$ cat config.mk
export PLATFORM = sky130hd
export DESIGN_NAME = md_tag_tokenizer
export DESIGN_NICKNAME = d
export VERILOG_FILES = /design/src/sv/mtt_pkg.sv /design/src/sv/md_tag_tokenizer.sv /design/src/sv/mtt_front.sv /design/src/sv/mtt_queue.sv /design/src/sv/mtt_back.sv
export VERILOG_INCLUDE_DIRS = /design/src /design/src/sv
export SDC_FILE = /design/constraint.sdc
export NUM_CORES = 1
export LEC_CHECK = 0
export ABC_AREA = 1
export CAP_MARGIN = 5
export CELL_PAD_IN_SITES_DETAIL_PLACEMENT = 2
export CELL_PAD_IN_SITES_GLOBAL_PLACEMENT = 2
export CORE_UTILIZATION = 35
export DETAILED_ROUTE_END_ITERATION = 10
export DONT_BUFFER_PORTS = 1
export PLACE_DENSITY_LB_ADDON = 0.1
export RECOVER_POWER = 100
export SLEW_MARGIN = 10
export SYNTH_ARGS = -nofsm -noshare
export SYNTH_HDL_FRONTEND = slang
export SYNTH_SLANG_ARGS = --single-unit
$ cat constraint.sdc
create_clock -name i_clk -period 11.1 [get_ports i_clk]
set_input_delay 2.22 -clock i_clk [delete_from_list [all_inputs] [get_ports i_clk]]
set_output_delay 2.22 -clock i_clk [all_outputs]
set_load 0.03 [all_outputs]
$ cat src/sv/assert_macros.svh
// Assertion helpers shared by the queue and emitter modules.
`ifndef ASSERT_MACROS_SVH
`define ASSERT_MACROS_SVH

// Check a property on every rising clock edge outside reset.
`define MTT_ASSERT(lbl, clk, rst_n, prop, msg) \
    lbl: assert property (@(posedge clk) disable iff (!rst_n) (prop)) else $error(msg);

// Check that a trigger implies a condition in the same cycle.
`define MTT_ASSERT_IMP(lbl, clk, rst_n, ante, cons, msg) \
    `MTT_ASSERT(lbl, clk, rst_n, (ante) |-> (cons), msg)

// Check that a trigger implies a condition in the next cycle.
`define MTT_ASSERT_NXT(lbl, clk, rst_n, ante, cons, msg) \
    `MTT_ASSERT(lbl, clk, rst_n, (ante) |=> (cons), msg)

`endif

$ cat src/sv/mtt_pkg.sv
// ----------------------------------------------------------------------------
// mtt_pkg
// Shared types and constants of the MD tag tokenizer.
// ----------------------------------------------------------------------------
package mtt_pkg;

    localparam int LENGTH_BITS_DEF = 24;
    localparam int QUEUE_DEPTH_LOG2 = 2;

    typedef logic [2:0] t_kind;

    localparam t_kind KIND_MATCH = 3'd0;
    localparam t_kind KIND_DEL   = 3'd1;
    localparam t_kind KIND_A     = 3'd2;
    localparam t_kind KIND_C     = 3'd3;
    localparam t_kind KIND_G     = 3'd4;
    localparam t_kind KIND_T     = 3'd5;

    localparam logic [7:0] CH_CARET = 8'h5E;
    localparam logic [7:0] CH_A     = 8'h41;
    localparam logic [7:0] CH_C     = 8'h43;
    localparam logic [7:0] CH_G     = 8'h47;
    localparam logic [7:0] CH_T     = 8'h54;
    localparam logic [7:0] CH_0     = 8'h30;
    localparam logic [7:0] CH_9     = 8'h39;
    localparam logic [7:0] CH_LA    = 8'h61;
    localparam logic [7:0] CH_LZ    = 8'h7A;
    localparam logic [7:0] CASE_GAP = 8'h20;

    // One queue entry: present, and holding a second record.
    typedef struct packed {
        logic valid;
        logic two;
    } t_ent_ctl;

endpackage

$ cat src/sv/md_tag_tokenizer.sv
// ----------------------------------------------------------------------------
// md_tag_tokenizer
// Turns the characters of an MD alignment tag into alignment records.
// ----------------------------------------------------------------------------
// Usage:
//   Input side is a queue: drive i_symbol/i_final_char with i_push; a
//   character is taken at an edge where i_push is high and o_full is low.
//   Result side is a queue: while o_empty is low the oldest record is on
//   o_record_kind/o_record_length/o_run_end; i_pop takes it.
//   Each character yields zero, one or two records; o_run_end marks the
//   last record of a character.
//   The records of a character enter the queue as one entry at the edge
//   that takes the character, then load into the output word when it is
//   free or being popped. Throughput: one character per cycle while o_full
//   is low; the output word moves one record per cycle unless the receiver
//   stalls; the extra record of a character that yields two records is
//   absorbed by a four-entry queue between classifier and emitter.
//   Reset (synchronous, i_rst_n low) clears the parse state, the queue and
//   the output word. When the receiver stalls, the output word holds and the
//   queue fills; o_full rises once four entries wait.
// ----------------------------------------------------------------------------
module md_tag_tokenizer #(
    parameter int LENGTH_BITS = mtt_pkg::LENGTH_BITS_DEF
) (
    input  logic                   i_clk,
    input  logic                   i_rst_n,
    input  logic                   i_push,
    output logic                   o_full,
    input  logic [7:0]             i_symbol,
    input  logic                   i_final_char,
    output logic                   o_empty,
    input  logic                   i_pop,
    output logic [2:0]             o_record_kind,
    output logic [LENGTH_BITS-1:0] o_record_length,
    output logic                   o_run_end
);

    mtt_pkg::t_ent_ctl      wr_ctl;
    mtt_pkg::t_kind         wr_kind0, wr_kind1;
    logic [LENGTH_BITS-1:0] wr_len0, wr_len1;
    mtt_pkg::t_ent_ctl      head_ctl;
    mtt_pkg::t_kind         hd_kind0, hd_kind1;
    logic [LENGTH_BITS-1:0] hd_len0, hd_len1;
    logic                   q_rd;

    mtt_front #(.LENGTH_BITS(LENGTH_BITS)) u_front (
        .i_clk        (i_clk),
        .i_rst_n      (i_rst_n),
        .i_push       (i_push),
        .i_symbol     (i_symbol),
        .i_final_char (i_final_char),
        .i_full       (o_full),
        .o_wr         (wr_ctl),
        .o_kind0      (wr_kind0),
        .o_len0       (wr_len0),
        .o_kind1      (wr_kind1),
        .o_len1       (wr_len1)
    );

    mtt_queue #(.LENGTH_BITS(LENGTH_BITS)) u_queue (
        .i_clk   (i_clk),
        .i_rst_n (i_rst_n),
        .i_wr    (wr_ctl),
        .i_kind0 (wr_kind0),
        .i_len0  (wr_len0),
        .i_kind1 (wr_kind1),
        .i_len1  (wr_len1),
        .i_rd    (q_rd),
        .o_full  (o_full),
        .o_head  (head_ctl),
        .o_kind0 (hd_kind0),
        .o_len0  (hd_len0),
        .o_kind1 (hd_kind1),
        .o_len1  (hd_len1)
    );

    mtt_back #(.LENGTH_BITS(LENGTH_BITS)) u_back (
        .i_clk           (i_clk),
        .i_rst_n         (i_rst_n),
        .i_head          (head_ctl),
        .i_kind0         (hd_kind0),
        .i_len0          (hd_len0),
        .i_kind1         (hd_kind1),
        .i_len1          (hd_len1),
        .o_rd            (q_rd),
        .i_pop           (i_pop),
        .o_empty         (o_empty),
        .o_record_kind   (o_record_kind),
        .o_record_length (o_record_length),
        .o_run_end       (o_run_end)
    );

endmodule

$ cat src/sv/mtt_front.sv
// ----------------------------------------------------------------------------
// mtt_front
// Classifies each character, updates the parse state and forms up to two
// records per character as one queue entry.
// ----------------------------------------------------------------------------
module mtt_front #(
    parameter int LENGTH_BITS = mtt_pkg::LENGTH_BITS_DEF
) (
    input  logic                   i_clk,
    input  logic                   i_rst_n,
    input  logic                   i_push,
    input  logic [7:0]             i_symbol,
    input  logic                   i_final_char,
    input  logic                   i_full,
    output mtt_pkg::t_ent_ctl      o_wr,
    output mtt_pkg::t_kind         o_kind0,
    output logic [LENGTH_BITS-1:0] o_len0,
    output mtt_pkg::t_kind         o_kind1,
    output logic [LENGTH_BITS-1:0] o_len1
);

    localparam int WB = LENGTH_BITS + 4;
    localparam logic [LENGTH_BITS-1:0] LEN_MAX = {LENGTH_BITS{1'b1}};
    localparam logic [LENGTH_BITS-1:0] LEN_ONE = {{(LENGTH_BITS-1){1'b0}}, 1'b1};

    logic [LENGTH_BITS-1:0] r_num, n_num;
    logic                   r_pending, n_pending;
    logic                   r_in_del, n_in_del;
    logic [LENGTH_BITS-1:0] r_del_cnt, n_del_cnt;

    logic                   accept;
    logic [7:0]             sym_u;
    logic                   is_digit;
    logic [WB-1:0]          num_x10;
    logic [LENGTH_BITS-1:0] num_step;
    logic                   is_base;
    mtt_pkg::t_kind         base_kind;
    logic                   c1_v, c2_v;
    mtt_pkg::t_kind         c1_kind, c2_kind;
    logic [LENGTH_BITS-1:0] c1_len, c2_len;

    assign accept = i_push && !i_full;

    always_comb begin
        if (i_symbol inside {[mtt_pkg::CH_LA:mtt_pkg::CH_LZ]}) begin
            sym_u = i_symbol - mtt_pkg::CASE_GAP;
        end else begin
            sym_u = i_symbol;
        end
        is_digit = sym_u inside {[mtt_pkg::CH_0:mtt_pkg::CH_9]};
    end

    // Decimal accumulate with saturation: value * 8 + value * 2 + digit.
    always_comb begin
        num_x10 = ({{4{1'b0}}, r_num} << 3) + ({{4{1'b0}}, r_num} << 1)
                + {{LENGTH_BITS{1'b0}}, sym_u[3:0]};
        if (!r_pending || r_in_del) begin
            num_step = {{(LENGTH_BITS-4){1'b0}}, sym_u[3:0]};
        end else if (num_x10[WB-1:LENGTH_BITS] != 4'd0) begin
            num_step = LEN_MAX;
        end else begin
            num_step = num_x10[LENGTH_BITS-1:0];
        end
    end

    always_comb begin
        is_base   = 1'b1;
        base_kind = mtt_pkg::KIND_A;
        case (sym_u)
            mtt_pkg::CH_A: base_kind = mtt_pkg::KIND_A;
            mtt_pkg::CH_C: base_kind = mtt_pkg::KIND_C;
            mtt_pkg::CH_G: base_kind = mtt_pkg::KIND_G;
            mtt_pkg::CH_T: base_kind = mtt_pkg::KIND_T;
            default:       is_base   = 1'b0;
        endcase
    end

    always_comb begin
        n_num     = r_num;
        n_pending = r_pending;
        n_in_del  = r_in_del;
        n_del_cnt = r_del_cnt;
        c1_v      = 1'b0;
        c1_kind   = mtt_pkg::KIND_MATCH;
        c1_len    = r_num;
        c2_v      = 1'b0;
        c2_kind   = mtt_pkg::KIND_MATCH;
        c2_len    = num_step;
        if (is_digit) begin
            // A digit closes an open deletion and starts or extends a number.
            c1_v      = r_in_del;
            c1_kind   = mtt_pkg::KIND_DEL;
            c1_len    = r_del_cnt;
            n_in_del  = 1'b0;
            n_del_cnt = '0;
            n_num     = num_step;
            n_pending = 1'b1;
            c2_v      = i_final_char;
        end else if (r_in_del) begin
            if (r_del_cnt != LEN_MAX) begin
                n_del_cnt = r_del_cnt + LEN_ONE;
            end
        end else begin
            c1_v      = r_pending;
            n_pending = 1'b0;
            n_num     = '0;
            c2_v      = is_base;
            c2_kind   = base_kind;
            c2_len    = LEN_ONE;
            if (sym_u == mtt_pkg::CH_CARET) begin
                n_in_del  = 1'b1;
                n_del_cnt = '0;
            end
        end
        if (i_final_char) begin
            n_num     = '0;
            n_pending = 1'b0;
            n_in_del  = 1'b0;
            n_del_cnt = '0;
        end
    end

    // Compact the two candidates into the entry.
    always_comb begin
        o_wr.valid = accept && (c1_v || c2_v);
        o_wr.two   = c1_v && c2_v;
        if (c1_v) begin
            o_kind0 = c1_kind;
            o_len0  = c1_len;
        end else begin
            o_kind0 = c2_kind;
            o_len0  = c2_len;
        end
        o_kind1 = c2_kind;
        o_len1  = c2_len;
    end

    always_ff @(posedge i_clk) begin
        if (!i_rst_n) begin
            r_num     <= '0;
            r_pending <= 1'b0;
            r_in_del  <= 1'b0;
            r_del_cnt <= '0;
        end else if (accept) begin
            r_num     <= n_num;
            r_pending <= n_pending;
            r_in_del  <= n_in_del;
            r_del_cnt <= n_del_cnt;
        end
    end

endmodule

$ cat src/sv/mtt_queue.sv
// ----------------------------------------------------------------------------
// mtt_queue
// Short entry queue between the classifier and the record emitter.
// ----------------------------------------------------------------------------
`include "assert_macros.svh"

module mtt_queue #(
    parameter int LENGTH_BITS = mtt_pkg::LENGTH_BITS_DEF
) (
    input  logic                   i_clk,
    input  logic                   i_rst_n,
    input  mtt_pkg::t_ent_ctl      i_wr,
    input  mtt_pkg::t_kind         i_kind0,
    input  logic [LENGTH_BITS-1:0] i_len0,
    input  mtt_pkg::t_kind         i_kind1,
    input  logic [LENGTH_BITS-1:0] i_len1,
    input  logic                   i_rd,
    output logic                   o_full,
    output mtt_pkg::t_ent_ctl      o_head,
    output mtt_pkg::t_kind         o_kind0,
    output logic [LENGTH_BITS-1:0] o_len0,
    output mtt_pkg::t_kind         o_kind1,
    output logic [LENGTH_BITS-1:0] o_len1
);

    localparam int AW = mtt_pkg::QUEUE_DEPTH_LOG2;
    localparam int DEPTH = 1 << AW;
    localparam logic [AW:0] COUNT_FULL = (AW+1)'(DEPTH);

    mtt_pkg::t_kind         r_kind0 [DEPTH];
    logic [LENGTH_BITS-1:0] r_len0  [DEPTH];
    mtt_pkg::t_kind         r_kind1 [DEPTH];
    logic [LENGTH_BITS-1:0] r_len1  [DEPTH];
    logic                   r_two   [DEPTH];
    logic [AW-1:0]          r_wr_ptr;
    logic [AW-1:0]          r_rd_ptr;
    logic [AW:0]            r_count;
    logic                   do_rd;

    assign o_full      = (r_count == COUNT_FULL);
    assign do_rd       = i_rd && (r_count != '0);
    assign o_head.valid = (r_count != '0);
    assign o_head.two  = r_two[r_rd_ptr];
    assign o_kind0     = r_kind0[r_rd_ptr];
    assign o_len0      = r_len0[r_rd_ptr];
    assign o_kind1     = r_kind1[r_rd_ptr];
    assign o_len1      = r_len1[r_rd_ptr];

    always_ff @(posedge i_clk) begin
        if (i_wr.valid) begin
            r_kind0[r_wr_ptr] <= i_kind0;
            r_len0[r_wr_ptr]  <= i_len0;
            r_kind1[r_wr_ptr] <= i_kind1;
            r_len1[r_wr_ptr]  <= i_len1;
            r_two[r_wr_ptr]   <= i_wr.two;
        end
    end

    always_ff @(posedge i_clk) begin
        if (!i_rst_n) begin
            r_wr_ptr <= '0;
            r_rd_ptr <= '0;
            r_count  <= '0;
        end else begin
            if (i_wr.valid) begin
                r_wr_ptr <= r_wr_ptr + 1'b1;
            end
            if (do_rd) begin
                r_rd_ptr <= r_rd_ptr + 1'b1;
            end
            if (i_wr.valid && !do_rd) begin
                r_count <= r_count + 1'b1;
            end else if (!i_wr.valid && do_rd) begin
                r_count <= r_count - 1'b1;
            end
        end
    end

    `MTT_ASSERT_IMP(a_no_overflow, i_clk, i_rst_n, i_wr.valid, !o_full, "queue write while full")
    `MTT_ASSERT(a_count_range, i_clk, i_rst_n, r_count <= COUNT_FULL, "queue count out of range")

endmodule

$ cat src/sv/mtt_back.sv
// ----------------------------------------------------------------------------
// mtt_back
// Serializes queue entries into single records and holds the output word.
// ----------------------------------------------------------------------------
`include "assert_macros.svh"

module mtt_back #(
    parameter int LENGTH_BITS = mtt_pkg::LENGTH_BITS_DEF
) (
    input  logic                   i_clk,
    input  logic                   i_rst_n,
    input  mtt_pkg::t_ent_ctl      i_head,
    input  mtt_pkg::t_kind         i_kind0,
    input  logic [LENGTH_BITS-1:0] i_len0,
    input  mtt_pkg::t_kind         i_kind1,
    input  logic [LENGTH_BITS-1:0] i_len1,
    output logic                   o_rd,
    input  logic                   i_pop,
    output logic                   o_empty,
    output mtt_pkg::t_kind         o_record_kind,
    output logic [LENGTH_BITS-1:0] o_record_length,
    output logic                   o_run_end
);

    logic                   r_out_valid;
    logic                   r_sel;
    mtt_pkg::t_kind         r_kind;
    logic [LENGTH_BITS-1:0] r_len;
    logic                   r_end;
    logic                   take;
    logic                   head_pair;

    // Load the next record when the output word is free or being popped.
    assign take = i_head.valid && (!r_out_valid || i_pop);
    assign o_rd = take && (!i_head.two || r_sel);
    assign head_pair = i_head.valid && i_head.two;

    assign o_empty         = !r_out_valid;
    assign o_record_kind   = r_kind;
    assign o_record_length = r_len;
    assign o_run_end       = r_end;

    always_ff @(posedge i_clk) begin
        if (take) begin
            r_kind <= r_sel ? i_kind1 : i_kind0;
            r_len  <= r_sel ? i_len1 : i_len0;
            r_end  <= !i_head.two || r_sel;
        end
    end

    always_ff @(posedge i_clk) begin
        if (!i_rst_n) begin
            r_out_valid <= 1'b0;
            r_sel       <= 1'b0;
        end else begin
            if (take) begin
                r_out_valid <= 1'b1;
                r_sel       <= i_head.two && !r_sel;
            end else if (i_pop) begin
                r_out_valid <= 1'b0;
            end
        end
    end

    `MTT_ASSERT_IMP(a_sel_on_pair, i_clk, i_rst_n, r_sel, head_pair, "select without pair")
    `MTT_ASSERT_NXT(a_sel_clears, i_clk, i_rst_n, take && r_sel, !r_sel, "select stuck")

endmodule
# After elaboration in Yosys (flattened, before gate mapping)
# Memory sizes are Yosys's and may differ from the RTL's. A register that Yosys moved wholly into a read port is not among the register bits.
# Cells that the tools add are included.
[classes]
add_sub_neg = 8
multipliers = 0
n_div = 0
magnitude_cmp = 4
eq_ne = 9
shifts = 0
n_mux = 50
bitwise_logic = 0
n_reduce_logical = 30
[op_table]
columns = ["cell", "n"]
rows = [
  ["$mux 24", 15],
  ["$eq 8x7->1 const B", 5],
  ["$add 27x25->28", 1],
  ["$add 28x4->28", 1],
  ["$add 24x1->24 const B", 1],
  ["$ne 24x24->1 const B", 1],
  ["$mux 2", 10],
  ["$mux 3", 6],
  ["$mux 1", 17],
  ["$logic_and 1x1->1", 11],
  ["$pmux 3 s3", 1],
  ["$ge 8x6->1 const B", 1],
  ["$ge 8x7->1 const B", 1],
  ["$le 8x6->1 const B", 1],
  ["$le 8x7->1 const B", 1],
  ["$mux 8", 1],
  ["$reduce_bool 4->1", 2],
  ["$sub 8x6->8 const B", 1],
  ["$logic_not 1->1", 7],
  ["$add 2x1->2 const B", 2],
  ["$logic_or 1x1->1", 4],
  ["$ne 4x4->1 const B", 1],
  ["$reduce_bool 2->1", 2],
  ["$reduce_or 4->1", 1],
  ["7 further kinds", 7],
]
[word_totals]
ff_bits = 87
latchBits = 0
ramBits = 220
rom_bits = 0
in_bits = 13
out_inout_bits = 30
wordCells = 118
n_memories = 5
[mem_list]
columns = ["name", "words", "word_bits", "read_ports", "rd_clocked_by_memory_dff", "wr", "line", "rtl"]
rows = [
  ["u_queue.r_len0", 4, 24, 1, 1, 1, "mtt_queue.sv:31", "logic [LENGTH_BITS-1:0] r_len0 [DEPTH];"],
  ["u_queue.r_len1", 4, 24, 1, 1, 1, "mtt_queue.sv:33", "logic [LENGTH_BITS-1:0] r_len1 [DEPTH];"],
  ["u_queue.r_kind0", 4, 3, 1, 1, 1, "mtt_queue.sv:30", "mtt_pkg::t_kind r_kind0 [DEPTH];"],
  ["u_queue.r_kind1", 4, 3, 1, 1, 1, "mtt_queue.sv:32", "mtt_pkg::t_kind r_kind1 [DEPTH];"],
  ["u_queue.r_two", 4, 1, 1, 1, 1, "mtt_queue.sv:34", "logic r_two [DEPTH];"],
]

# Longest topological paths before layout
[logic_depth]
word_depth = 14
ltp_mapped = 23
ltp_nobuf = 22

# Cells and area by module
# A second synthesis with hierarchy kept.
[hier_totals]
hier_cells = 1717
hier_area_um2 = 15846.4
[by_module_without_submodules]
columns = ["module", "n_inst", "cells_per_inst", "area_each_um2", "seq_area_each_um2"]
rows = [
  ["mtt_queue", 1, 595, 8614.5, 6786.5],
  ["mtt_front", 1, 993, 5920.7, 1001.0],
  ["mtt_back", 1, 129, 1311.3, 880.8],
]

# Worst setup path before layout
# Ideal clock, no wire load.
[synth_timing]
path_kind = "input to register"
start = "input port i_symbol[3]"
end = "memory u_queue.r_kind0[0][0] (netlist name), enable pin"
setup_ns = 0.468
t_arrival_ns = 5.891
required_ns = 10.632
path_slack_ns = 4.741
path_stages = 15
path_buffers = 2
cell_sequence = "buf_2 > nor2_1 > nand3_1 > nand2_1 > inv_2 > nand2_2 > nand2_2 > nor2_4 > nand2_8 > nor2_1 > a21oi_1 > buf_4 > nand3_2 > nand2_1 > nor2_1"
[synth_between]
elab_chain_cells = 12
elab_cells_between_ends = 21
classes_between = "add/sub (1); order compare (4); eq/ne (4); mux (7); reduce/logical (5)"
[synth_rtl]
columns = ["element", "line", "rtl"]
rows = [
  ["from (decl)", "md_tag_tokenizer.sv:29", "input logic [7:0] i_symbol,"],
  ["$ge 8x7->1 or $le 8x7->1 (tied branches)", "mtt_front.sv:45", "if (i_symbol inside {[mtt_pkg::CH_LA:mtt_pkg::CH_LZ]}) begin"],
  ["$logic_and 1x1->1", "mtt_front.sv:45", ""],
  ["$mux 8 (*)", "mtt_front.sv:45", ""],
  ["$eq 8x7->1", "mtt_front.sv:69", "case (sym_u)"],
  ["$reduce_or 4->1 (no source line)", "--", ""],
  ["$mux 1", "mtt_front.sv:69", ""],
  ["$mux 1", "mtt_front.sv:99", "end else if (r_in_del) begin"],
  ["$mux 1", "mtt_front.sv:89", "if (is_digit) begin"],
  ["$logic_or 1x1->1 (*)", "mtt_front.sv:125", "o_wr.valid = accept && (c1_v || c2_v);"],
  ["$logic_and 1x1->1 (*)", "mtt_front.sv:125", ""],
  ["$mux 1 (*)", "mtt_queue.sv:50", "if (i_wr.valid) begin"],
  ["$mux 1 (not written as such) (*)", "mtt_queue.sv:51", "r_kind0[r_wr_ptr] <= i_kind0;"],
  ["to (decl)", "mtt_queue.sv:30", ""],
]
# Every way passes the cells marked *; elsewhere a longest branch is shown, timed or not.

==> out/results.ini <==
[status]
status = finished with violations
violations = max-capacitance violations, max-slew violations

[power]
power.switching_mw = 0.966
combPwrFrac = 0.137
clockPowerShare = 0.386
pwr_density_cell_nw_per_um2 = 180
p_int_mw = 2.13
vdd_drop_max_uv = 98.6
seqPwrFrac = 0.477
swShare = 0.312
p_leak_nw = 6.69

[sta]
final-hold-violation-count = 0
slew-limit-headroom = -2.23
rsz0062_at_grt = false
finalCritPeriodShare = 0.638
max_freq_mhz = 141
worst_slew_pin_slew_ps = 4850
skew_ps = 22.8
fin_ws_ps = 4020
finalMaxSlewViolations = 190
fin_tns_setup_ps = 0
setup_violations = 0
final.min_clock_period_ps = 7080

[route]
wl_met3_mm = 2.01
wl_met1_mm = 24.2
vias = 12300
avgRoutedWirePerCell_um = 22.5
wl_met2_mm = 24.9
totalWireLength_mm = 52.2
drt_iter0_markers = 683
firstDrtPassIters = 5
vias_per_cell = 5.29
top_layer = met4
antenna_left = 0
drc = 0

[cells_and_area]
area_delta_synth_final_pct = 10.5
fill_cells = 4800
fin_nets = 1776
drive_gt1_frac = 0.0478
diodes = 0

[clocking]
cts_tree = done
ctsHoldBuffers = 0
clkSinkCount = 309
root_buffer = clkbuf_16
htreeDepth = 2
clock_path_buffers = 3
cts_setup_buffers = 0
cts_resized = 0
cts-buffers-inserted = 38
clk_latency_ps = 560
cts.clk_slew.worst_paths_ps = 60

[floorplan]
placementRows = 76
start_util = 0.358
fp.dieArea_um2 = 45300
ios = 43
core-area_um2 = 43500
die_y_um = 213
die_w_um = 213

[grt]
grt.total_usage = 0.237
grt-ovfl-total = 0
grt_max_degree = 111
antenna_found_initial = 2
grt_pass1_wl_mm = 80.5
grt_pass1_vias = 13600

[worst_setup_path]
crit_chain = ha_1, nand2_1, nand2_1, nand2_1, nand2_1, nand2_1, nand2_1, nor2_4, nand2_1, nor2_1, a21oi_4, clkbuf_1, nand3_1, nand2_1, inv_1, ha_1, inv_1, fa_1, o21ai_0, a21oi_1
required_ps = 11540
critPathMaxStageDelay_ps = 1590
timing.critical_path.mode_cell = nand2_1
path_class = input pin to flip-flop
worstPathArrival_ps = 7520
crit_fanout = 47
crit_path_end_kind = flip-flop
crit_path_start_kind = input pin
crit_path_top_delay_cell = clkbuf_1

[synth]
ys_seq_area_frac = 0.557
synth_cells = 1731
yosysWarnings = 0
synth.distinct_cells = 41
synthFlopType = edfxtp_1
ys_ff_latch = 309
syn-num-nets = 1802
synth.avg_cell_area_um2 = 8.99
netlist_area_um2 = 15600
synth_edf_count = 248
synthArstFlopShare = 0

[min_path]
hold_class = flip-flop to flip-flop

[placed_design]
portBuffers = 0
routabilityCongestion = 0.810
dp_hpwl_mm = 34.0
pre_cts_slack_ps = 5490

[run]
drv_cap = 3

Yosys cell counts, types with 2 or more instances:
master	n	area [um^2]
xnor2_1	8	70.1
ha_1	55	688
inv_2	5	18.8
nor4_1	17	106
nor2_1	278	1040
a31oi_1	28	175
xor2_1	26	228
clkbuf_1	55	206
edfxtp_1	248	7450
inv_1	147	552
o21ai_0	142	711
clkinv_1	3	11.3
a21oi_1	81	405
buf_1	3	11.3
dfxtp_1	61	1220
o211ai_1	2	15.0
mux2i_1	5	50.1
nand4_1	12	75.1
fa_1	3	60.1
buf_2	10	50.1
nand2_1	362	1360
buf_4	8	60.1
buf_6	3	33.8
o22ai_1	29	181
nand3_1	76	380
nand2_2	8	50.1
o21ai_1	23	115
nor3_1	20	100
final timing paths:
| check | start | to | cells after the start | slack [ps] |
|---|---|---|---|---|
| max | i_symbol[5] | u_queue.r_count[1]$_SDFFE_PN0P_ | 20 | 4020 |
| min reg2reg | u_queue.r_rd_ptr[1]$_SDFFE_PN0P_ | flip-flop | 2 | 460 |
| min | u_queue.r_rd_ptr[1]$_SDFFE_PN0P_ | flip-flop | 2 | 460 |
| max reg2reg | flip-flop | u_queue.r_count[2]$_SDFFE_PN0P_ | 13 | 4770 |
logic make-up after synthesis:
kind of cell	synth area share
and+or+nand+nor	0.208
DFF	0.557
AOI/OAI and AO/OA	0.103
buffers and inverters	0.0616
adders and majority gates	0.0481
xor gates and xnor gates	0.0191
muxes	0.00322
power by group through the flow:
stage | Clock, mW | Sequential, mW | Combinational (mW)
2_1_floorplan | 0 | 1.48 | 0.295
3_3_place_gp | 0 | 1.50 | 0.415
3_5_place_dp | 0 | 1.50 | 0.430
4_1_cts | 1.23 | 1.48 | 0.436
5_1_grt | 1.27 | 1.49 | 0.472
6_report | 1.20 | 1.48 | 0.424
worst max-delay path: cells and delay by family:
family / cells / cell delay [ps]
compound gates: 3 / 410
buf+inv: 3 / 1770
fa+ha+maj: 3 / 730
simple gates: 11 / 2360
stage by stage:
step	util	total power, mW	hold WS (ps)	instance area [um^2]	cells
final	0.396	3.10	462	17200	2320
after global routing	0.396	3.23	502	17200	2320
after CTS	0.398	3.14	470	17300	2320
after detailed placement	0.371	1.93	457	16100	2250
after global placement	0.371	1.91	449	16100	2250
after floorplan	-	1.77	436	15600	1731
flip-flops by register name, summed over array words and instances, names as in the netlist, 2 cells and up, named ones only:
| signal | cells |
|---|---|
| u_back.o_record_kind | 3 |
| u_back.o_record_length | 24 |
| u_queue.r_len1 | 96 |
| u_front.r_num | 24 |
| u_queue.r_kind0 | 12 |
| u_queue.r_count | 3 |
| u_queue.r_kind1 | 12 |
| u_queue.r_rd_ptr | 2 |
| u_queue.r_len0 | 96 |
| u_front.r_del_cnt | 24 |
| u_queue.r_wr_ptr | 2 |
| u_queue.r_two | 4 |
area by class of cell:
| class | instances | area (um^2) | area share |
|---|---|---|---|
| Sequential cell | 309 | 8670 | 0.504 |
| Multi-Input combinational cell | 1186 | 5930 | 0.345 |
| Clock buffer | 49 | 1030 | 0.0600 |
| Tap cell | 585 | 732 | 0.0426 |
| Inverter | 157 | 597 | 0.0347 |
| Clock inverter | 21 | 154 | 0.00895 |
| Timing Repair Buffer | 13 | 86.3 | 0.00502 |
cell usage in the layout (no fill, tap or decap), types with 27 or more instances in the layout:
cell / instances
o21ai_0: 164
nor2_1: 277
nand3_1: 77
clkbuf_16: 38
o22ai_1: 29
dfxtp_1: 60
inv_1: 146
a21oi_1: 80
nand2_1: 370
edfxtp_1: 248
ha_1: 55
a31oi_1: 27
routing by layer:
layer,up-vias,track usage
met3,63,0.0388
met4,0,0.0571
li1,5800,-
met2,162,0.398
met5,-,0
met1,6259,0.316
Power figures use the tool's default switching activity.
